==> config.mk <==
export PLATFORM = sky130hd
export DESIGN_NAME = recent_id_history_core
export DESIGN_NICKNAME = d
export VERILOG_FILES = /design/src/rih_pkg.sv /design/src/rih_ram.sv /design/src/rih_ctrl.sv /design/src/rih_datapath.sv /design/src/recent_id_history.sv
export SDC_FILE = /design/constraint.sdc
export NUM_CORES = 1
export LEC_CHECK = 0
export BUFFER_PORTS_ARGS = -buffer_cell sky130_fd_sc_hd__buf_4
export CAP_MARGIN = 20
export CORE_MARGIN = 1.5
export CORE_UTILIZATION = 56
export DETAILED_ROUTE_END_ITERATION = 12
export PLACE_DENSITY = 0.85
export SYNTH_ARGS = -nofsm -noshare
export SYNTH_HDL_FRONTEND = slang
export SYNTH_SLANG_ARGS = --single-unit
==> constraint.sdc <==
create_clock -name aclk -period 3.1 [get_ports aclk]
set_input_delay 0.775 -clock aclk [delete_from_list [all_inputs] [get_ports aclk]]
set_output_delay 0.775 -clock aclk [all_outputs]
set_load 0.01 [all_outputs]
==> src/rih_pkg.sv <==
// ----------------------------------------------------------------------------
// rih_pkg
// Shared types and constants for the recent id history block: payload
// words, controller states and the command/status bundles.
// ----------------------------------------------------------------------------
package rih_pkg;

    // field widths fixed by the interface
    localparam int unsigned ID_W  = 32;
    localparam int unsigned CNT_W = 5;
    localparam int unsigned CFG_W = 5;

    // action codes
    localparam logic ACTION_PUSH  = 1'b0;
    localparam logic ACTION_QUERY = 1'b1;

    // limit register value after reset
    localparam logic [CFG_W-1:0] MAX_ENTRIES_RESET = 5'd15;

    // input word
    typedef struct packed {
        logic            action;
        logic [ID_W-1:0] obj_id;
    } in_item_t;

    // result word
    typedef struct packed {
        logic             found;
        logic             appended;
        logic [CNT_W-1:0] entry_count;
    } out_item_t;

    // controller states
    typedef enum logic [2:0] {
        ST_IDLE,
        ST_DISPATCH,
        ST_NEWEST_RD,
        ST_NEWEST_CMP,
        ST_SCAN_RD,
        ST_SCAN_CMP,
        ST_APPEND,
        ST_RESULT
    } state_t;

    // controller to datapath
    typedef struct packed {
        logic load;       // latch the accepted word
        logic rd_newest;  // address the newest entry
        logic drop;       // retire the oldest entry
        logic set_found;  // mark id as present
        logic next_idx;   // advance the scan index
        logic append;     // write id as newest entry
        logic emit;       // load the result register
    } ctrl_cmd_t;

    // datapath to controller
    typedef struct packed {
        logic action;
        logic count_zero;
        logic rd_match;
        logic at_limit;
        logic scan_done;
        logic room;
        logic out_free;
    } ctrl_stat_t;

endpackage

==> src/rih_ram.sv <==
// ----------------------------------------------------------------------------
// rih_ram
// Simple dual-port RAM: one write port, one read port with registered data.
// ----------------------------------------------------------------------------
module rih_ram #(
    parameter int unsigned WIDTH = 32,
    parameter int unsigned DEPTH = 16
) (
    input  logic                     aclk,
    input  logic                     we,
    input  logic [$clog2(DEPTH)-1:0] waddr,
    input  logic [WIDTH-1:0]         wdata,
    input  logic [$clog2(DEPTH)-1:0] raddr,
    output logic [WIDTH-1:0]         rdata
);

    logic [WIDTH-1:0] mem [DEPTH];

    // write port
    always_ff @(posedge aclk) begin
        if (we) begin
            mem[waddr] <= wdata;
        end
    end

    // registered read port
    always_ff @(posedge aclk) begin
        rdata <= mem[raddr];
    end

endmodule

==> src/rih_ctrl.sv <==
// ----------------------------------------------------------------------------
// rih_ctrl
// Sequencer for the history: decides push or query, checks the newest
// entry, drops the oldest, scans for the id and appends it.
// ----------------------------------------------------------------------------
module rih_ctrl (
    input  logic                aclk,
    input  logic                aresetn,
    input  logic                s_valid,
    output logic                s_ready,
    input  rih_pkg::ctrl_stat_t stat,
    output rih_pkg::ctrl_cmd_t  cmd
);

    rih_pkg::state_t state_reg;
    rih_pkg::state_t state_next;

    // state register
    always_ff @(posedge aclk) begin
        if (!aresetn) begin
            state_reg <= rih_pkg::ST_IDLE;
        end else begin
            state_reg <= state_next;
        end
    end

    // next state
    always_comb begin
        state_next = state_reg;
        case (state_reg)
            rih_pkg::ST_IDLE: begin
                if (s_valid) begin
                    state_next = rih_pkg::ST_DISPATCH;
                end
            end
            rih_pkg::ST_DISPATCH: begin
                if (stat.action == rih_pkg::ACTION_QUERY) begin
                    state_next = rih_pkg::ST_SCAN_RD;
                end else if (stat.count_zero) begin
                    state_next = rih_pkg::ST_APPEND;
                end else begin
                    state_next = rih_pkg::ST_NEWEST_RD;
                end
            end
            rih_pkg::ST_NEWEST_RD: begin
                state_next = rih_pkg::ST_NEWEST_CMP;
            end
            rih_pkg::ST_NEWEST_CMP: begin
                if (stat.rd_match) begin
                    state_next = rih_pkg::ST_RESULT;
                end else begin
                    state_next = rih_pkg::ST_SCAN_RD;
                end
            end
            rih_pkg::ST_SCAN_RD: begin
                if (!stat.scan_done) begin
                    state_next = rih_pkg::ST_SCAN_CMP;
                end else if (stat.action == rih_pkg::ACTION_QUERY) begin
                    state_next = rih_pkg::ST_RESULT;
                end else begin
                    state_next = rih_pkg::ST_APPEND;
                end
            end
            rih_pkg::ST_SCAN_CMP: begin
                if (stat.rd_match) begin
                    state_next = rih_pkg::ST_RESULT;
                end else begin
                    state_next = rih_pkg::ST_SCAN_RD;
                end
            end
            rih_pkg::ST_APPEND: begin
                state_next = rih_pkg::ST_RESULT;
            end
            rih_pkg::ST_RESULT: begin
                if (stat.out_free) begin
                    state_next = rih_pkg::ST_IDLE;
                end
            end
            default: begin
                state_next = rih_pkg::ST_IDLE;
            end
        endcase
    end

    // outputs
    always_comb begin
        cmd     = '0;
        s_ready = 1'b0;
        case (state_reg)
            rih_pkg::ST_IDLE: begin
                s_ready  = 1'b1;
                cmd.load = s_valid;
            end
            rih_pkg::ST_NEWEST_RD: begin
                cmd.rd_newest = 1'b1;
            end
            rih_pkg::ST_NEWEST_CMP: begin
                cmd.set_found = stat.rd_match;
                cmd.drop      = !stat.rd_match && stat.at_limit;
            end
            rih_pkg::ST_SCAN_CMP: begin
                cmd.set_found = stat.rd_match;
                cmd.next_idx  = !stat.rd_match;
            end
            rih_pkg::ST_APPEND: begin
                cmd.append = stat.room;
            end
            rih_pkg::ST_RESULT: begin
                cmd.emit = stat.out_free;
            end
            default: begin
                cmd = '0;
            end
        endcase
    end

endmodule

==> src/rih_datapath.sv <==
// ----------------------------------------------------------------------------
// rih_datapath
// Circular history buffer in RAM with head pointer and count, the limit
// register, the scan index and the result register.
// ----------------------------------------------------------------------------
module rih_datapath #(
    parameter int unsigned DEPTH = 16
) (
    input  logic                              aclk,
    input  logic                              aresetn,
    input  rih_pkg::in_item_t                 s_data,
    output rih_pkg::out_item_t                m_data,
    output logic                              m_valid,
    input  logic                              m_ready,
    input  logic                              cfg_valid,
    input  logic [rih_pkg::CFG_W-1:0]         cfg_data,
    input  rih_pkg::ctrl_cmd_t                cmd,
    output rih_pkg::ctrl_stat_t               stat
);

    localparam int unsigned AW = $clog2(DEPTH);
    localparam int unsigned CW = $clog2(DEPTH + 1);
    localparam int unsigned SW = CW + 1;
    localparam int unsigned LW = CW + rih_pkg::CFG_W;

    logic [rih_pkg::ID_W-1:0]  id_reg;
    logic                      action_reg;
    logic [AW-1:0]             head_reg;
    logic [AW-1:0]             head_next;
    logic [CW-1:0]             count_reg;
    logic [CW-1:0]             count_next;
    logic [CW-1:0]             idx_reg;
    logic                      found_reg;
    logic                      appended_reg;
    logic [rih_pkg::CFG_W-1:0] max_entries_reg;
    logic                      m_valid_reg;
    rih_pkg::out_item_t        m_data_reg;

    logic [LW-1:0]             max_ext;
    logic [LW-1:0]             limit;
    logic [LW-1:0]             count_ext;
    logic [CW+rih_pkg::CNT_W-1:0] count_out_ext;
    logic [AW-1:0]             raddr;
    logic [AW-1:0]             waddr;
    logic [rih_pkg::ID_W-1:0]  rdata;

    // offset from the oldest entry to a ram address, wrapping at DEPTH
    function automatic logic [AW-1:0] wrap_addr(input logic [AW-1:0] base,
                                                input logic [CW-1:0] off);
        logic [SW-1:0] sum;
        sum = SW'(base) + SW'(off);
        if (sum >= SW'(DEPTH)) begin
            sum = sum - SW'(DEPTH);
        end
        return sum[AW-1:0];
    endfunction

    // entry storage
    rih_ram #(
        .WIDTH(rih_pkg::ID_W),
        .DEPTH(DEPTH)
    ) u_ram (
        .aclk (aclk),
        .we   (cmd.append),
        .waddr(waddr),
        .wdata(id_reg),
        .raddr(raddr),
        .rdata(rdata)
    );

    // ram addressing
    assign raddr = cmd.rd_newest ? wrap_addr(head_reg, CW'(count_reg - CW'(1)))
                                 : wrap_addr(head_reg, idx_reg);
    assign waddr = wrap_addr(head_reg, count_reg);

    // effective limit, clamped to 1..DEPTH
    assign max_ext   = LW'(max_entries_reg);
    assign count_ext = LW'(count_reg);
    always_comb begin
        if (max_ext == '0) begin
            limit = LW'(1);
        end else if (max_ext > LW'(DEPTH)) begin
            limit = LW'(DEPTH);
        end else begin
            limit = max_ext;
        end
    end

    // status to the controller
    assign stat.action     = action_reg;
    assign stat.count_zero = (count_reg == '0);
    assign stat.rd_match   = (rdata == id_reg);
    assign stat.at_limit   = (count_ext >= limit);
    assign stat.scan_done  = (idx_reg == count_reg);
    assign stat.room       = (count_reg < CW'(DEPTH));
    assign stat.out_free   = !m_valid_reg || m_ready;

    // head and count updates
    always_comb begin
        head_next  = head_reg;
        count_next = count_reg;
        if (cmd.drop) begin
            head_next  = (head_reg == AW'(DEPTH - 1)) ? '0 : AW'(head_reg + AW'(1));
            count_next = CW'(count_reg - CW'(1));
        end else if (cmd.append) begin
            count_next = CW'(count_reg + CW'(1));
        end
    end

    always_ff @(posedge aclk) begin
        if (!aresetn) begin
            head_reg  <= '0;
            count_reg <= '0;
        end else begin
            head_reg  <= head_next;
            count_reg <= count_next;
        end
    end

    // limit register
    always_ff @(posedge aclk) begin
        if (!aresetn) begin
            max_entries_reg <= rih_pkg::MAX_ENTRIES_RESET;
        end else if (cfg_valid) begin
            max_entries_reg <= cfg_data;
        end
    end

    // per-word working registers
    always_ff @(posedge aclk) begin
        if (cmd.load) begin
            id_reg       <= s_data.obj_id;
            action_reg   <= s_data.action;
            idx_reg      <= '0;
            found_reg    <= 1'b0;
            appended_reg <= 1'b0;
        end else begin
            if (cmd.next_idx) begin
                idx_reg <= CW'(idx_reg + CW'(1));
            end
            if (cmd.set_found) begin
                found_reg <= 1'b1;
            end
            if (cmd.append) begin
                appended_reg <= 1'b1;
            end
        end
    end

    // result register
    assign count_out_ext = (CW + rih_pkg::CNT_W)'(count_reg);

    always_ff @(posedge aclk) begin
        if (!aresetn) begin
            m_valid_reg <= 1'b0;
        end else if (cmd.emit) begin
            m_valid_reg <= 1'b1;
        end else if (m_ready) begin
            m_valid_reg <= 1'b0;
        end
    end

    always_ff @(posedge aclk) begin
        if (cmd.emit) begin
            m_data_reg.found       <= found_reg;
            m_data_reg.appended    <= appended_reg;
            m_data_reg.entry_count <= count_out_ext[rih_pkg::CNT_W-1:0];
        end
    end

    assign m_valid = m_valid_reg;
    assign m_data  = m_data_reg;

endmodule

==> src/recent_id_history.sv <==
// ----------------------------------------------------------------------------
// recent_id_history_core
// Oldest-first history of recent track ids with push and query words.
// ----------------------------------------------------------------------------
// scan: one ram read per entry scanned, each in a read state and a compare state
// throughput: one word at a time; the next word is taken once the result
//   is in the output register
// reset: synchronous, active low; history empties, limit returns to 15
module recent_id_history_core #(
    parameter int unsigned DEPTH = 16
) (
    input  logic                      aclk,
    input  logic                      aresetn,
    input  logic                      s_valid,
    output logic                      s_ready,
    input  rih_pkg::in_item_t         s_data,
    output logic                      m_valid,
    input  logic                      m_ready,
    output rih_pkg::out_item_t        m_data,
    input  logic                      cfg_valid,
    output logic                      cfg_ready,
    input  logic [rih_pkg::CFG_W-1:0] cfg_data
);

    rih_pkg::ctrl_cmd_t  cmd;
    rih_pkg::ctrl_stat_t stat;

    // limit register is always writable
    assign cfg_ready = 1'b1;

    // sequencer
    rih_ctrl u_ctrl (
        .aclk   (aclk),
        .aresetn(aresetn),
        .s_valid(s_valid),
        .s_ready(s_ready),
        .stat   (stat),
        .cmd    (cmd)
    );

    // storage and result path
    rih_datapath #(
        .DEPTH(DEPTH)
    ) u_datapath (
        .aclk     (aclk),
        .aresetn  (aresetn),
        .s_data   (s_data),
        .m_data   (m_data),
        .m_valid  (m_valid),
        .m_ready  (m_ready),
        .cfg_valid(cfg_valid),
        .cfg_data (cfg_data),
        .cmd      (cmd),
        .stat     (stat)
    );

endmodule

==> flow_metrics.tcl, run 1 <==
set metrics [dict create \
    status "completed" \
    synth-seq-cells 609 \
    antenna_cells 0 \
    maxSlewViolCount 0 \
    vias_per_cell 6.295 \
    clock_latency_ns 0.61 \
    wl_mm 49.27 \
    fmax_mhz 328.7 \
    synthCells 1040 \
    clock_power_share 0.337 \
    worstHoldPathType "input port to flop" \
    track_usage 0.2415 \
    drc_errors 0 \
    largest_reg_flops 512 \
    p_seq_frac 0.462 \
    utilization 0.6611 \
    synthArstFlopShare 0 \
    area_growth_pct 16.49 \
    fin_area_um2 26990 \
    numCtsBuffers 57 \
    p_comb_frac 0.201 \
    die-area_um2 42610 \
    swShare 0.2452 \
    netlist_area_um2 23170 \
    slowest_delay_ns 0.83 \
    finalSetupViolCount 0 \
    cts_tree "done" \
    p_leak_nw 8.623 \
    initial_core_util 0.5675 \
    layout.nets 1233 \
    core-area_um2 40830 \
    die_w_um 206.4 \
    cp.required_ns 3.57 \
    drive_gt1_frac 0.3221 \
    io-pin-count 53 \
    rsz0062_at_grt "yes" \
    clockRootBuffer "clkbuf_16" \
    yosys_warnings 0 \
    path_cells "nor3b_4 > a21oi_1 > ha_4 > fa_4 > buf_12 > buf_12 > mux4_2 > mux4_2" \
    grt_antenna_before_repair 0 \
    dr_total_vias 11030 \
    max_slew_margin 0.5103 \
    p_per_area_nw_per_um2 787.0 \
    critPathLaunchType "flop" \
    cpMaxStageDelayCell "fa_4" \
    fin_crit_sh 0.9812 \
    num_rows 74 \
    holdWs_ns 0.3376 \
    period_minus_slack_ns 3.042 \
    synth_nets 1101 \
    skew_ns 0.01533 \
    cts.sinks 609 \
    p_switching_mw 5.210 \
    drtIter0Drc 1121 \
    crit_path_end_kind "flop" \
    die_h_um 206.4 \
    placed_area_um2 25040 \
    yosys.area.top_type "edfxtp_1" \
    final_common_cell "edfxtp_1" \
    syn-mean-instance-area_um2 22.28 \
    antenna_left 0 \
    first_global_vias 11340 \
    final-hold-violation-count 0 \
    portBuffers 51 \
    p_int_mw 16.03 \
    yosysUniqueCellTypes 49 \
    grt_overflow 0 \
    path_max_fanout 18 \
    hpwl_mm 25.61 \
    wire_per_inst_um 28.12 \
    netlist_top_cells_area "edfxtp_1, mux4_2, dfxtp_1" \
    clockBufferDepth 3 \
    cp.arrival_ns 3.52 \
    layout.cells.non_filler 1752 \
    dp.cells 1643 \
    clk_pin_slew_ns 0.06 \
    firstDrtPassIters 5 \
    ir_worst_vdd_uv 560.4 \
    synth_top_area_share 0.7153 \
    fin_tns_setup_ns 0 \
    grt_max_degree 46 \
    grt_pass1_wl_mm 72.46 \
    path_class "flop to flop" \
    synth_edf_count 552 \
    ys_seq_area_frac 0.7646 \
    gp_congestion 0.7472 \
    htreeDepth 2 \
    max_cap_violations 0 \
    mostFrequentLayoutCells "edfxtp_1, mux4_2, buf_4, clkbuf_16, dfxtp_1" \
    tightest_slew_ns 0.7330 \
    ys.flop_type "edfxtp_1" \
]
path summary, 6_finish.rpt:
check | startpoint | endpoint | slack (ns) | cells after the start
worst max-delay path | u_ctrl.state_reg[2] | u_datapath.u_ram.rdata[10] | 0.06 | 8
worst min-delay path | s_data[8] | u_datapath.id_reg[8] | 0.34 | 1
worst max register to register | u_ctrl.state_reg[2] | u_datapath.u_ram.rdata[10] | 0.06 | 8
worst min register to register | u_datapath.appended_reg | u_datapath.m_data[5] | 0.43 | 0
critical path: cells and delay by family, from the launching register on:
family,cells,cell delay (ns)
multiplexers,2,0.82
flip-flops,1,0.33
adder cells (fa/ha/maj),2,1.01
AND/OR/NAND/NOR,1,0.22
AO/OA/AOI/OAI,1,0.13
buffers and inverters,2,0.36
cell type report:
cell class | instances | area (um2)
well taps | 532 | 665.6
flip-flops and latches | 609 | 17720
fillers | 2442 | 13840
repair buffers | 117 | 1279
inverters | 7 | 26.28
clock inverters | 40 | 437.9
multi-input cells | 380 | 5383
clock buffers | 67 | 1485
per-layer routing:
layer / part of all wire / vias up / global-route usage
li1: - / 4586 / -
met1: 0.37 / 5743 / 0.3147
met2: 0.51 / 581 / 0.4009
met3: 0.081 / 119 / 0.05140
met4: 0.033 / 0 / 0.09472
met5: 0 / - / 0
power by group through the flow:
stage / sequential [mW] / clock (mW) / combinational, mW
floorplan: 9.92 / 0 / 3.05
global placement: 9.94 / 0 / 4.16
detailed placement: 9.97 / 0 / 4.27
CTS: 9.82 / 7.25 / 4.32
global route: 9.86 / 7.55 / 4.54
finish: 9.82 / 7.16 / 4.27
what timing repair did:
item                       CTS  global route
gates resized for setup      1             2
setup endpoints to repair    4            37
buffers inserted             0             2
hold buffers                 0             0
kinds of logic after synthesis:
| group | after synthesis | synth area share |
|---|---|---|
| xor+xnor | 49 | 0.01917 |
| other cells | 1 | 0.0001618 |
| simple gates | 108 | 0.02462 |
| fa+ha+maj | 18 | 0.01037 |
| flops | 609 | 0.7646 |
| buf+inv | 51 | 0.01053 |
| mux | 172 | 0.1610 |
| compound gates | 32 | 0.009557 |
cells in the mapped netlist, types with 3 or more instances:
cell type	n
nand3b_1	5
o211ai_1	3
inv_1	7
nand2_1	22
buf_2	9
xnor2_1	43
nor3_1	5
nor2_1	31
dfxtp_1	57
and3_1	3
nand2b_1	4
xor2_1	4
mux2i_1	12
nand4_1	10
a211oi_1	3
clkbuf_1	29
nand3_1	6
edfxtp_1	552
a21oi_1	10
buf_6	5
ha_1	16
or3_1	5
nor2b_1	4
mux4_2	158
through the flow:
stage          total power [mW]  setup slack (ns)
2_1_floorplan             12.97           -0.2838
3_3_place_gp              14.10            0.1134
3_5_place_dp              14.24          -0.03362
4_1_cts                   21.39          0.007497
5_1_grt                   21.95          -0.02816
6_report                  21.24           0.05816
Power figures use the tool's default switching activity.
==> run 2: changes to the inputs <==
--- a/config.mk
+++ b/config.mk
@@ -6,11 +6,11 @@
 export NUM_CORES = 1
 export LEC_CHECK = 0
 export BUFFER_PORTS_ARGS = -buffer_cell sky130_fd_sc_hd__buf_4
-export CAP_MARGIN = 20
 export CORE_MARGIN = 1.5
 export CORE_UTILIZATION = 56
 export DETAILED_ROUTE_END_ITERATION = 12
 export PLACE_DENSITY = 0.85
 export SYNTH_ARGS = -nofsm -noshare
 export SYNTH_HDL_FRONTEND = slang
+export SYNTH_HIERARCHICAL = 1
 export SYNTH_SLANG_ARGS = --single-unit
==> run 2 against run 1 <==
Net effect:
- clock power down 3.8%
- critical path depth up 4
- largest cell class unchanged
- synthesized cell count up 7.9%
- core utilization rose by 0.49 points
- sequential power shrank 1%
- die area decreased by 0.28%
- via count rose by 6.3%
- non-clock buffer count increased by 34
==> flow_metrics.tcl, run 2 <==
set metrics [dict create \
    skew_ns 0.02446 \
    antenna_left 0 \
    fill_cells 2424 \
    dp.cells 1737 \
    cts.sinks 609 \
    final_common_cell "edfxtp_1" \
    holdWs_ns 0.3363 \
    core-area_um2 40740 \
    netlist_area_um2 23110 \
    track_usage 0.2549 \
    gp_congestion 0.7537 \
    critPathLaunchType "flop" \
    cp.arrival_ns 3.46 \
    dr_total_vias 11720 \
    drc_errors 0 \
    ys.flop_type "edfxtp_1" \
    p_leak_nw 8.911 \
    synthMostInstantiatedCell "edfxtp_1" \
    max_cap_violations 0 \
    cp.required_ns 3.57 \
    ir_worst_vdd_uv 487.2 \
    final-hold-violation-count 0 \
    area_growth_pct 17.41 \
    syn-mean-instance-area_um2 20.60 \
    yosys.area.top_type "edfxtp_1" \
    fin_crit_sh 0.9646 \
    path_class "flop to flop" \
    grt_overflow 0 \
    p_per_area_nw_per_um2 793.3 \
    vias_per_cell 6.304 \
    grt_antenna_before_repair 0 \
    grt_max_degree 55 \
    clk_pin_slew_ns 0.06 \
    largest_reg_flops 512 \
    synth_top_area_share 0.7173 \
    num_rows 74 \
    period_minus_slack_ns 2.990 \
    synth_nets 1183 \
    tightest_slew_ns 0.7222 \
    firstDrtPassIters 5 \
    drtIter0Drc 1284 \
    netlist_top_cells_count "edfxtp_1, mux4_2, a22oi_1" \
    max_slew_margin 0.5168 \
    synthCells 1122 \
    worstHoldPathType "input port to flop" \
    drive_gt1_frac 0.2971 \
    setup_slack_ns 0.1098 \
    die_h_um 206.1 \
    netlist_top_cells_area "edfxtp_1, mux4_2, dfxtp_1" \
    wire_per_inst_um 28.02 \
    maxSlewViolCount 0 \
    utilization 0.6660 \
    status "completed" \
    die_w_um 206.1 \
    clockBufferDepth 3 \
    placed_area_um2 25050 \
    io-pin-count 53 \
    layout.nets 1339 \
    layout.cells.non_filler 1859 \
    crit_path_end_kind "flop" \
    synth-seq-cells 609 \
    yosys_warnings 6 \
    die-area_um2 42490 \
    numCtsBuffers 56 \
    synthArstFlopShare 0 \
    initial_core_util 0.5672 \
    finalSetupViolCount 0 \
    portBuffers 51 \
    wl_mm 52.08 \
    path_max_fanout 54 \
    dp_slack_ns -0.2531 \
    htreeDepth 2 \
    mostFrequentLayoutCells "edfxtp_1, mux4_2, buf_4, a22oi_1, clkbuf_16" \
    clock_latency_ns 0.61 \
    rsz0062_at_grt "yes" \
    yosysUniqueCellTypes 48 \
    fin_area_um2 27130 \
    ys_seq_area_frac 0.7667 \
    first_global_vias 12200 \
    fmax_mhz 334.4 \
    synth_edf_count 552 \
    grt_pass1_wl_mm 76.68 \
    cts_tree "done" \
    hpwl_mm 27.42 \
    clockRootBuffer "clkbuf_16" \
]
[run 2: final timing paths]
path	to	cells after the start	slack, ns	start
max	u_datapath/u_ram/rdata[14]	12	0.11	u_ctrl/state_reg[0]
min	u_datapath/id_reg[25]	1	0.34	s_data[25]
max reg2reg	u_datapath/u_ram/rdata[14]	12	0.11	u_ctrl/state_reg[0]
min reg2reg	u_datapath/m_data[5]	0	0.46	u_datapath/appended_reg
[run 2: where the power goes]
group | internal (mW) | total, mW | switching [mW]
registers | 9.49 | 9.72 | 0.239
logic | 2.44 | 4.91 | 2.48
clock network | 3.99 | 6.89 | 2.90
[run 2: what timing repair did]
| action | 4_1_cts | 5_1_grt |
|---|---|---|
| hold endpoints to repair | 0 | 0 |
| pin swaps | 2 | 1 |
| buffers inserted | 10 | 3 |
| endpoints found under the setup margin | 32 | 33 |
| gates resized for setup | 4 | 3 |
| gates cloned | 2 | 0 |
| hold buffers | 0 | 0 |
[run 2: area by class of cell]
type | count | area [um2] | area share
Clock inverter | 23 | 226.5 | 0.008347
Multi-Input combinational cell | 448 | 5294 | 0.1951
Inverter | 12 | 47.55 | 0.001752
Sequential cell | 609 | 17720 | 0.6530
Clock buffer | 83 | 1637 | 0.06032
Timing Repair Buffer | 151 | 1541 | 0.05682
Antenna cell | 1 | 2.502 | 0.00009223
Tap cell | 532 | 665.6 | 0.02453
[run 2: metrics by stage]
step           setup TNS, ns  power (mW)
2_1_floorplan         -50.50       13.14
3_3_place_gp          -1.841       14.37
3_5_place_dp          -6.589       14.54
4_1_cts                    0       21.58
5_1_grt                    0       22.21
6_report                   0       21.52
[run 2: kinds of logic after synthesis]
group / share of synthesized area
and+or+nand+nor: 0.03097
adders and majority gates: 0.01040
buffers and inverters: 0.01413
other: 0.0001623
DFF: 0.7667
xor gates and xnor gates: 0.02009
muxes: 0.1282
AOI/OAI and AO/OA: 0.02935
[run 2: worst max-delay path, stage by stage, from the launching register on]
cell	delay, ns
dfxtp_1	0.31
nor3b_1	0.20
buf_4	0.19
nor2_1	0.05
a21oi_1	0.20
ha_4	0.17
inv_1	0.04
fa_1	0.48
inv_4	0.15
buf_16	0.31
mux4_2	0.39
a22oi_1	0.25
nand2_1	0.09
[run 2: routing by layer]
layer	GRT usage	wire length (um)
met3	0.04399	4480
met5	0	0
met1	0.3366	19400
met2	0.4243	26450
met4	0.1051	1753
==> run 3: changes to the inputs <==
--- a/config.mk
+++ b/config.mk
@@ -6,10 +6,12 @@
 export NUM_CORES = 1
 export LEC_CHECK = 0
 export BUFFER_PORTS_ARGS = -buffer_cell sky130_fd_sc_hd__buf_4
-export CORE_MARGIN = 1.5
-export CORE_UTILIZATION = 56
+export CELL_PAD_IN_SITES_DETAIL_PLACEMENT = 0
+export CELL_PAD_IN_SITES_GLOBAL_PLACEMENT = 1
+export CORE_MARGIN = 10
+export CORE_UTILIZATION = 50
 export DETAILED_ROUTE_END_ITERATION = 12
-export PLACE_DENSITY = 0.85
+export PLACE_DENSITY = 0.8
 export SYNTH_ARGS = -nofsm -noshare
 export SYNTH_HDL_FRONTEND = slang
 export SYNTH_HIERARCHICAL = 1
==> run 3 against run 2 <==
Net effect:
- count of clock-buffer cells in the layout is 7 higher
- core utilization is 6.4 points lower
- non-clock buffer count is 10 higher
- largest cell class unchanged
==> flow_metrics.tcl, run 3 (same netlist as run 2, synthesis figures left out) <==
set metrics [dict create \
    status "completed" \
    worstHoldPathType "input port to flop" \
    tightest_slew_ns 0.6861 \
    cp.arrival_ns 3.44 \
    vias_per_cell 5.915 \
    clockRootBuffer "clkbuf_16" \
    critical_path_buf_inv_count 4 \
    p_comb_frac 0.227 \
    p_per_area_nw_per_um2 797.4 \
    layout.nets 1351 \
    cts_tree "done" \
    portBuffers 51 \
    clockBufferDepth 3 \
    use_met2 0.2965 \
    first_global_vias 11950 \
    p_seq_frac 0.442 \
    p_leak_nw 9.042 \
    ir_worst_vdd_uv 464.5 \
    hpwl_mm 27.04 \
    clock_latency_ns 0.61 \
    antenna_cells 0 \
    numCtsBuffers 58 \
    core-area_um2 45580 \
    min_path_cells 1 \
    path_cells "nor3b_1 > buf_4 > nor2_1 > a21oi_1 > ha_4 > inv_1 > fa_1 > inv_4 > buf_12 > mux4_2 > a22oi_1 > nand2_1" \
    cts.sinks 609 \
    cpLargestDelayFamily "adder cells" \
    final-hold-violation-count 0 \
    placed_area_um2 25210 \
    gp_congestion 0.7712 \
    use_met3 0.03544 \
    drtIter0Drc 1308 \
    die-area_um2 55220 \
    initial_core_util 0.5070 \
    skew_ns 0.01229 \
    path_class "flop to flop" \
    swShare 0.2530 \
    grt_antenna_before_repair 0 \
    clock_power_share 0.331 \
    p_int_mw 16.35 \
    final_common_cell "edfxtp_1" \
    fin_area_um2 27450 \
    period_minus_slack_ns 2.942 \
    grt_pass1_wl_mm 76.24 \
    postCtsHoldBufs 0 \
    wl_mm 50.48 \
    track_usage 0.1822 \
    total_power_mw 21.89 \
    r2r_slack_ns 0.16 \
    clk_pin_slew_ns 0.06 \
    fin_crit_sh 0.9491 \
    htreeDepth 2 \
    io-pin-count 53 \
    largest_reg_flops 512 \
    top_usage_layer "met2" \
    grt_util_met1 0.2412 \
    fmax_mhz 339.9 \
    num_rows 78 \
    die_h_um 235.0 \
    mostFrequentLayoutCells "edfxtp_1, mux4_2, buf_4, a22oi_1, clkbuf_16" \
    maxSlewViolCount 0 \
    max_cap_violations 0 \
    reg2reg_depth 12 \
    die_w_um 235.0 \
    utilization 0.6022 \
    rsz0062_at_grt "no" \
    max_slew_margin 0.5409 \
    wire_per_inst_um 26.03 \
    slowest_delay_ns 0.49 \
    area_growth_pct 18.78 \
    grt_overflow 0 \
    finalSetupViolCount 0 \
    crit_cells 12 \
    crit_path_end_kind "flop" \
    path_max_fanout 44 \
    p_switching_mw 5.537 \
    antenna_left 0 \
    critPathLaunchType "flop" \
    fin_tns_setup_ns 0 \
    firstDrtPassIters 5 \
    dr_total_vias 11470 \
    drive_gt1_frac 0.3069 \
    cpMaxStageDelayCell "fa_1" \
    grt_max_degree 45 \
    drc_errors 0 \
    cp.required_ns 3.60 \
]
## run 3: cell types whose count changed in the layout (fill, tap and decap cells not counted), moves of 2 or more
cell,before,now
bufinv_16,4,6
clkinv_1,7,5
clkinvlp_4,2,0
buf_4,119,125
clkbuf_8,7,14
buf_12,31,36
## run 3: per-stage QoR
step / instances / hold WS (ns) / setup WS, ns
floorplan: 1122 / 0.4090 / -0.4209
global placement: 1815 / 0.4266 / -0.2357
detailed placement: 1815 / 0.4148 / -0.2875
CTS: 1938 / 0.3097 / 0.04338
global route: 1939 / 0.3205 / 0.01386
finish: 1939 / 0.3359 / 0.1579
## run 3: final cells by class
cell class | count | area [um2]
repair buffers | 161 | 1659
multi-input cells | 448 | 5298
flip-flops and latches | 609 | 17720
clock buffers | 90 | 1733
fillers | 3066 | 18130
well taps | 600 | 750.7
inverters | 12 | 47.55
clock inverters | 19 | 242.7
## run 3: power groups by stage
stage | logic [mW] | clock network [mW] | registers [mW]
final | 4.96 | 7.24 | 9.68
after global routing | 5.34 | 7.66 | 9.72
after CTS | 5.01 | 7.33 | 9.69
after detailed placement | 4.74 | 0 | 9.85
after global placement | 4.65 | 0 | 9.85
after floorplan | 3.23 | 0 | 9.91
## run 3: path summary, 6_finish.rpt
kind                                         startpoint                          to
worst min-delay path                          s_data[9]        u_datapath/id_reg[9]
worst max register to register      u_ctrl/state_reg[1]  u_datapath/u_ram/rdata[25]
worst min register to register  u_datapath/appended_reg        u_datapath/m_data[5]
worst max-delay path                u_ctrl/state_reg[1]  u_datapath/u_ram/rdata[25]
## run 3: layer usage
metal,vias up,share of wire
met5,-,0
met4,0,0.031
met1,5946,0.39
met2,514,0.50
met3,97,0.081
li1,4913,-
## run 3: what timing repair did
item / in CTS / in global routing
gates cloned: 2 / 0
endpoints found under the setup margin: 32 / 32
gates resized for setup: 5 / 2
hold endpoints to repair: 0 / 0
buffers inserted: 12 / 1
pin swaps: 2 / 1
## run 3: worst register-to-register path: stages, from the launching register on
cell and delay [ns]:
dfxtp_1 0.32, nor3b_1 0.21, buf_4 0.19, nor2_1 0.04, a21oi_1 0.20, ha_4 0.17
inv_1 0.04, fa_1 0.49, inv_4 0.14, buf_12 0.28, mux4_2 0.40, a22oi_1 0.28
nand2_1 0.08
